### config.mk
export PLATFORM = sky130hd
export DESIGN_NAME = sensor_pair_normalize_detect
export DESIGN_NICKNAME = d
export VERILOG_FILES = /design/src/rtl/spnd_pkg.sv /design/src/rtl/spnd_lane.sv /design/src/rtl/sensor_pair_normalize_detect.sv
export SDC_FILE = /design/constraint.sdc
export NUM_CORES = 1
export LEC_CHECK = 0
export BUFFER_PORTS_ARGS = -buffer_cell sky130_fd_sc_hd__buf_2
export CAP_MARGIN = 10
export CORE_ASPECT_RATIO = 1.1
export CORE_UTILIZATION = 27
export DETAILED_ROUTE_END_ITERATION = 12
export PLACE_DENSITY = 0.41
export SETUP_SLACK_MARGIN = 0.5
export SYNTH_ARGS = -nofsm -noshare
export SYNTH_HDL_FRONTEND = slang
export SYNTH_SLANG_ARGS = --single-unit
### constraint.sdc
create_clock -name clk -period 6.5 [get_ports clk]
set_clock_uncertainty 0.15 [all_clocks]
set_input_delay 1.3 -clock clk [delete_from_list [all_inputs] [get_ports clk]]
set_output_delay 1.3 -clock clk [all_outputs]
set_load 0.1 [all_outputs]
### src/rtl/spnd_pkg.sv
// Shared types and constants for the sensor pair normalizer.
// No dependencies; imported by the lane, the top level and the checker.
`default_nettype none

package spnd_pkg;

	localparam int SUM_W    = 15;
	localparam int LEVEL_W  = 22;
	localparam int Q_W      = 16;
	localparam int SENS_W   = 4;
	localparam int SENSORS  = 16;
	localparam int MAP_W    = 16;
	localparam int PIDX_W   = 3;

	localparam logic [LEVEL_W-1:0] LEVEL_FULL = 22'd4161536;
	localparam logic [LEVEL_W-1:0] THR_RESET  = 22'd2097152;

	localparam logic CMD_SAMPLE = 1'b0;
	localparam logic CMD_CAL    = 1'b1;

	typedef struct packed {
		logic               done;
		logic               fault;
		logic [LEVEL_W-1:0] level;
	} spnd_lane_res_t;

endpackage

`default_nettype wire

### src/rtl/spnd_lane.sv
// One normalization lane: saturation checks, 16-step restoring divider, x127 scale.
// Depends on spnd_pkg.
`default_nettype none

module spnd_lane (
	input  logic                       clk,
	input  logic                       arst_n,
	input  logic                       start,
	input  logic                       ack,
	input  logic [spnd_pkg::SUM_W-1:0] v,
	input  logic [spnd_pkg::SUM_W-1:0] hi,
	input  logic [spnd_pkg::SUM_W-1:0] lo,
	output spnd_pkg::spnd_lane_res_t   res
);
	import spnd_pkg::*;

	localparam int CNT_W = $clog2(Q_W);

	typedef enum logic [3:0] {
		L_IDLE  = 4'b0001,
		L_DIV   = 4'b0010,
		L_SCALE = 4'b0100,
		L_HOLD  = 4'b1000
	} lane_state_t;

	lane_state_t        state_q;
	logic [CNT_W-1:0]   cnt_q;
	logic [SUM_W:0]     rem_q;
	logic [SUM_W-1:0]   div_q;
	logic [Q_W-1:0]     quo_q;
	logic [LEVEL_W-1:0] level_q;
	logic               fault_q;

	logic               ge;
	logic [SUM_W:0]     diff;

	assign ge   = rem_q >= {1'b0, div_q};
	assign diff = ge ? (rem_q - {1'b0, div_q}) : rem_q;

	always_ff @(posedge clk or negedge arst_n) begin
		if (!arst_n) begin
			state_q <= L_IDLE;
			cnt_q   <= '0;
		end else begin
			case (state_q)
				L_IDLE: begin
					if (start) begin
						if (v > hi || v < lo || hi == lo) begin
							state_q <= L_HOLD;
						end else begin
							state_q <= L_DIV;
							cnt_q   <= CNT_W'(Q_W - 1);
						end
					end
				end
				L_DIV: begin
					cnt_q <= cnt_q - 1'b1;
					if (cnt_q == '0) begin
						state_q <= L_SCALE;
					end
				end
				L_SCALE: begin
					state_q <= L_HOLD;
				end
				L_HOLD: begin
					if (ack) begin
						state_q <= L_IDLE;
					end
				end
				default: begin
					state_q <= L_IDLE;
				end
			endcase
		end
	end

	always_ff @(posedge clk) begin
		case (state_q)
			L_IDLE: begin
				if (start) begin
					if (v > hi) begin
						level_q <= LEVEL_FULL;
						fault_q <= 1'b0;
					end else begin
						level_q <= '0;
						fault_q <= (v >= lo) && (hi == lo);
					end
					rem_q <= {1'b0, v - lo};
					div_q <= hi - lo;
					quo_q <= '0;
				end
			end
			L_DIV: begin
				quo_q <= {quo_q[Q_W-2:0], ge};
				rem_q <= {diff[SUM_W-1:0], 1'b0};
			end
			L_SCALE: begin
				level_q <= LEVEL_W'({quo_q, 7'b0}) - LEVEL_W'(quo_q);
			end
			default: begin
			end
		endcase
	end

	assign res.done  = (state_q == L_HOLD);
	assign res.fault = fault_q;
	assign res.level = level_q;

endmodule

`default_nettype wire

### src/rtl/sensor_pair_normalize_detect.sv
// Top level of the sensor pair normalizer: calibration store, two lanes, map merge.
// Depends on spnd_pkg and spnd_lane.
//
// Usage:
//   Input channel (in_valid/in_ready): one transaction per command. A calibration
//   write (command = 1) stores cal_max/cal_min for sensor_index on acceptance and
//   gives no result. A sample (command = 0) normalizes left_sum and right_sum of
//   the current pair in two lanes and gives one result on the output channel.
//   Output channel (out_valid/out_ready): pair index, both levels, the updated
//   detection map, scan_done on the last pair of a scan, and range_fault.
//   Config: cfg_we writes cfg_wdata into the detection threshold, no wait.
//   Flow: acceptance registers the sums and calibration, the lanes start, and
//   a lane runs its 16-step divider, one quotient bit per cycle, then scales;
//   a lane whose sum saturates or meets a zero range skips both. The result
//   is registered once both lanes are done; only then is a new transaction taken.
//   A stalled receiver holds the result register; the block finishes the next
//   sample and waits with it until the register frees up.
//   Reset clears the pair counter, the map, the output valid and all calibration
//   valid flags (entries read as zero until written), and loads the default threshold.
`default_nettype none

module sensor_pair_normalize_detect #(
	parameter int SENSOR_PAIRS = 8
) (
	input  logic                         clk,
	input  logic                         arst_n,
	input  logic                         in_valid,
	output logic                         in_ready,
	input  logic                         command,
	input  logic [spnd_pkg::SENS_W-1:0]  sensor_index,
	input  logic [spnd_pkg::SUM_W-1:0]   left_sum,
	input  logic [spnd_pkg::SUM_W-1:0]   right_sum,
	input  logic [spnd_pkg::SUM_W-1:0]   cal_max,
	input  logic [spnd_pkg::SUM_W-1:0]   cal_min,
	output logic                         out_valid,
	input  logic                         out_ready,
	output logic [spnd_pkg::PIDX_W-1:0]  pair_index,
	output logic [spnd_pkg::LEVEL_W-1:0] left_level,
	output logic [spnd_pkg::LEVEL_W-1:0] right_level,
	output logic [spnd_pkg::MAP_W-1:0]   detect_map,
	output logic                         scan_done,
	output logic                         range_fault,
	input  logic                         cfg_we,
	input  logic [spnd_pkg::LEVEL_W-1:0] cfg_wdata
);
	import spnd_pkg::*;

	localparam int PW = $clog2(SENSOR_PAIRS);

	typedef enum logic [2:0] {
		S_IDLE  = 3'b001,
		S_START = 3'b010,
		S_CALC  = 3'b100
	} top_state_t;

	top_state_t         state_q;
	logic [PW-1:0]      pair_q;
	logic [MAP_W-1:0]   map_q;
	logic [LEVEL_W-1:0] thr_q;
	logic [SENSORS-1:0] cal_valid_q;

	logic [SUM_W-1:0]   max_mem [SENSORS];
	logic [SUM_W-1:0]   min_mem [SENSORS];

	logic [SUM_W-1:0]   v_l_s1, v_r_s1;
	logic [SUM_W-1:0]   hi_l_s1, hi_r_s1, lo_l_s1, lo_r_s1;

	logic [SENS_W-1:0]  left_s, right_s;
	logic [PW:0]        right_raw;
	logic               acc, acc_sample, acc_cal;
	logic               lane_start, load;
	logic               last_pair;
	logic [MAP_W-1:0]   map_next;

	spnd_lane_res_t     res_l, res_r;

	logic               out_valid_q;
	logic [PIDX_W-1:0]  pair_index_q;
	logic [LEVEL_W-1:0] left_level_q, right_level_q;
	logic [MAP_W-1:0]   detect_map_q;
	logic               scan_done_q, range_fault_q;

	assign in_ready   = (state_q == S_IDLE);
	assign acc        = in_valid && in_ready;
	assign acc_sample = acc && (command == CMD_SAMPLE);
	assign acc_cal    = acc && (command == CMD_CAL);

	assign left_s     = SENS_W'(pair_q);
	assign right_raw  = {1'b0, pair_q} + (PW+1)'(SENSOR_PAIRS);
	assign right_s    = SENS_W'(right_raw);
	assign last_pair  = (pair_q == PW'(SENSOR_PAIRS - 1));

	assign lane_start = (state_q == S_START);
	assign load       = (state_q == S_CALC) && res_l.done && res_r.done
	                    && (!out_valid_q || out_ready);

	always_ff @(posedge clk) begin
		if (acc_cal) begin
			max_mem[sensor_index] <= cal_max;
			min_mem[sensor_index] <= cal_min;
		end
		if (acc_sample) begin
			v_l_s1  <= left_sum;
			v_r_s1  <= right_sum;
			hi_l_s1 <= cal_valid_q[left_s]  ? max_mem[left_s]  : '0;
			lo_l_s1 <= cal_valid_q[left_s]  ? min_mem[left_s]  : '0;
			hi_r_s1 <= cal_valid_q[right_s] ? max_mem[right_s] : '0;
			lo_r_s1 <= cal_valid_q[right_s] ? min_mem[right_s] : '0;
		end
	end

	always_ff @(posedge clk or negedge arst_n) begin
		if (!arst_n) begin
			state_q     <= S_IDLE;
			pair_q      <= '0;
			map_q       <= '0;
			thr_q       <= THR_RESET;
			cal_valid_q <= '0;
		end else begin
			if (cfg_we) begin
				thr_q <= cfg_wdata;
			end
			if (acc_cal) begin
				cal_valid_q[sensor_index] <= 1'b1;
			end
			case (state_q)
				S_IDLE: begin
					if (acc_sample) begin
						state_q <= S_START;
					end
				end
				S_START: begin
					state_q <= S_CALC;
				end
				S_CALC: begin
					if (load) begin
						state_q <= S_IDLE;
						map_q   <= map_next;
						pair_q  <= last_pair ? '0 : pair_q + 1'b1;
					end
				end
				default: begin
					state_q <= S_IDLE;
				end
			endcase
		end
	end

	spnd_lane u_lane_left (
		.clk    (clk),
		.arst_n (arst_n),
		.start  (lane_start),
		.ack    (load),
		.v      (v_l_s1),
		.hi     (hi_l_s1),
		.lo     (lo_l_s1),
		.res    (res_l)
	);

	spnd_lane u_lane_right (
		.clk    (clk),
		.arst_n (arst_n),
		.start  (lane_start),
		.ack    (load),
		.v      (v_r_s1),
		.hi     (hi_r_s1),
		.lo     (lo_r_s1),
		.res    (res_r)
	);

	// right sensor applied last so it wins when both map to one bit
	always_comb begin
		map_next            = map_q;
		map_next[~left_s]   = res_l.level > thr_q;
		map_next[~right_s]  = res_r.level > thr_q;
	end

	always_ff @(posedge clk or negedge arst_n) begin
		if (!arst_n) begin
			out_valid_q <= 1'b0;
		end else if (load) begin
			out_valid_q <= 1'b1;
		end else if (out_ready) begin
			out_valid_q <= 1'b0;
		end
	end

	always_ff @(posedge clk) begin
		if (load) begin
			pair_index_q  <= PIDX_W'(pair_q);
			left_level_q  <= res_l.level;
			right_level_q <= res_r.level;
			detect_map_q  <= map_next;
			scan_done_q   <= last_pair;
			range_fault_q <= res_l.fault || res_r.fault;
		end
	end

	assign out_valid   = out_valid_q;
	assign pair_index  = pair_index_q;
	assign left_level  = left_level_q;
	assign right_level = right_level_q;
	assign detect_map  = detect_map_q;
	assign scan_done   = scan_done_q;
	assign range_fault = range_fault_q;

endmodule

`default_nettype wire

==> impl_metrics.toml <==
[clocking]
cts_resized = 0
cts_setup_buffers = 0
postCtsHoldBufs = 0
clkTransAtPathRegs_ps = 60
cts_tree = "done"
clk_latency_ps = 690
cts.sinks = 852
cts_root_buf = "clkbuf_16"
ctsLongestPathBuffers = 3
h-tree-depth = 3
cts_buffers = 92

[sta]
timing.hold.ws_ps = 314.0
rsz0062_at_grt = "no"
fmax_mhz = 268.1
setup_viol = 0
worstMarginPinSlew_ps = 1175
period_needed_ps = 3730
timing.final.crit_share = 0.5738
fin_tns_setup_ps = 0
final_hold_viol_count = 0
relSlewSlack = 0.2140
final_max_slew_viol_count = 0

[cells_and_area]
layout_common_cells = "edfxtp_1, ha_1, inv_1, buf_2, nor2_1"
drive_gt1_frac = 0.1347
syn_to_final_growth_pct = 16.57
n_fill_cell = 13830
final_util = 0.3178
final_common_cell = "edfxtp_1"
fin_nets = 3297

[hold_path]
worstHoldPathType = "reg -> reg"

[run_status]
status = "finished clean"

[setup_path]
end_kind = "flop"
critPathSlowestCell = "or3_1"
cp_top_family = "simple AND/OR/NAND/NOR gates"
required_ps = 6730
path_class = "reg -> reg"
path_cells = "nor3b_2 > nand3_1 > or3_1 > nor2_4 > buf_4"
worst_setup_path_start_kind = "flop"
worst_ep_arrival_time_ps = 3960
slowest_delay_ps = 700
path_buf_inv = 1
regToRegSetupSlack_ps = 2770
critPathMaxFanout = 22

[global_routing]
grt_pass1_wl_mm = 162.0
overflow = 0
antenna_found_initial = 14
grt_max_degree = 63
grtUsageTotal = 0.1512
grt_pass1_vias = 24650

[routing]
wirelength_mm = 109.4
drt_first_iter_violations = 1593
ant_nets = 0
post-route-drc-count = 0
vias = 23970
viasPerCell = 4.878
firstDrtPassIters = 5
wire_per_inst_um = 22.26

[pwr]
vdd_drop_max_uv = 214.9
power.share.switching = 0.2363
p_per_area_nw_per_um2 = 282.3
clock_power_share = 0.422
power_frac_comb = 0.081
internal-power_w = 0.009602
p_seq_frac = 0.496
p_sw_w = 0.002971
leakagePower_nw = 15.83

[yosys]
yosysTopAreaCellShare = 0.6090
ys_seq_area_frac = 0.6596
ys_ff_latch = 852
ys_async_sr_fraction = 0.09038
synth_ff_type = "edfxtp_1"
yosys.cell_types.count = 84
yosys_warnings = 0
synth-edff-count = 775
syn_inst = 2820
synth_area_per_cell_um2 = 13.55
synth_nets = 3104
yosysTopAreaCell = "edfxtp_1"
synth.area.top_cells = "edfxtp_1, ha_1, dfrtp_1"
synth_area_um2 = 38210

[placed_design]
place_congestion = 0.8368
dpl.hpwl_mm = 72.73
port_buffers = 158

[floorplanning]
ios = 159
die-area_um2 = 143000
core_um2 = 140200
die_h_um = 396.6
die_x_um = 360.7
start_util = 0.2726
rows = 144

[run]
maxCapViolations = 0
power by group through the flow:
| stage | clock network [W] | registers [W] | logic [W] |
|---|---|---|---|
| 6_report | 0.00531 | 0.00624 | 0.00102 |
| 5_1_grt | 0.00567 | 0.00625 | 0.00114 |
| 4_1_cts | 0.00548 | 0.00624 | 0.00104 |
| 3_5_place_dp | 0 | 0.00636 | 0.00103 |
| 3_3_place_gp | 0 | 0.00635 | 0.00101 |
| 2_1_floorplan | 0 | 0.00631 | 0.000662 |
layout make-up:
cell class	count	area, um^2	share of cell area
Antenna cell	1	2.502	0.00005618
Clock buffer	124	2544	0.05711
Clock inverter	46	506.7	0.01138
Inverter	186	699.4	0.01570
Multi-Input combinational cell	1679	12120	0.2720
Sequential cell	852	25200	0.5659
Tap cell	1825	2283	0.05127
Timing Repair Buffer	202	1186	0.02663
registers in the layout (all words and copies together) (netlist names), 15 cells and up:
register / flops
right_level: 22
lo_l_s1: 15
max_mem: 240
detect_map: 16
u_lane_right.level_q: 22
min_mem: 240
u_lane_left.quo_q: 16
thr_q: 22
u_lane_left.rem_q: 16
u_lane_right.rem_q: 16
u_lane_left.div_q: 15
cal_valid_q: 16
u_lane_right.div_q: 15
hi_l_s1: 15
v_r_s1: 15
map_q: 16
v_l_s1: 15
u_lane_left.level_q: 22
lo_r_s1: 15
left_level: 22
u_lane_right.quo_q: 16
hi_r_s1: 15
through the flow:
step	worst slack, ps	area [um^2]	cells	power (W)
after floorplan	1264	38220	2820	0.006970
after global placement	2346	41490	4744	0.007365
after detailed placement	2325	41490	4744	0.007393
after CTS	2744	44540	4914	0.01276
after global routing	2652	44540	4915	0.01306
final	2770	44540	4915	0.01257
worst paths after layout:
kind                                               end  depth (start not counted)                         from
setup / recovery               max_mem[2][8]$_DFFE_PP_                          5       state_q[0]$_DFFE_PN1P_
hold / removal             cal_valid_q[13]$_DFFE_PN0P_                          1  cal_valid_q[13]$_DFFE_PN0P_
setup reg to reg               max_mem[2][8]$_DFFE_PP_                          5       state_q[0]$_DFFE_PN1P_
hold reg to reg            cal_valid_q[13]$_DFFE_PN0P_                          1  cal_valid_q[13]$_DFFE_PN0P_
max in group asynchronous   cal_valid_q[4]$_DFFE_PN0P_                          2                       arst_n
min in group asynchronous       state_q[1]$_DFFE_PN0P_                          1                       arst_n
cell usage after synthesis (14+ instances only):
library cell / count
a31oi_1: 80
mux2i_1: 28
buf_1: 20
a22oi_1: 122
edfxtp_1: 775
nor2b_1: 28
and3_1: 17
and2_1: 24
a21oi_1: 119
nor2_1: 167
nand3_1: 46
or2_2: 21
nor3_1: 44
a22o_1: 60
ha_1: 186
xnor2_1: 67
nand2_1: 133
o31ai_1: 14
a211oi_1: 16
xor2_1: 26
o22ai_1: 24
nand4_1: 26
o21a_1: 30
a221oi_1: 67
clkbuf_1: 76
nand2b_1: 19
dfrtp_1: 73
inv_1: 185
a21o_1: 49
o21ai_0: 100
routing by layer:
metal  global-route usage  vias up  wire length, um
li1                     -    11310                -
met1               0.1882    11980            47470
met2               0.2619      505            53680
met3              0.02946      162             5205
met4              0.04856       24             2876
met5                    0        -              150
worst register-to-register path: stages, from the launching register on:
cell and delay, ps:
dfstp_2 550, nor3b_2 350, nand3_1 630, or3_1 720
nor2_4 680, buf_4 340
cell families after synthesis:
kind of cell             Yosys count  share of synthesized area
XOR/XNOR                          93                    0.02132
flip-flops                       852                     0.6596
AND/OR/NAND/NOR                  594                    0.07715
AO/OA/AOI/OAI                    767                     0.1402
buffers and inverters            289                    0.02885
multiplexers                      33                   0.008808
adder cells (fa/ha/maj)          192                    0.06405
Note: power is estimated with default switching activity, not from simulation.
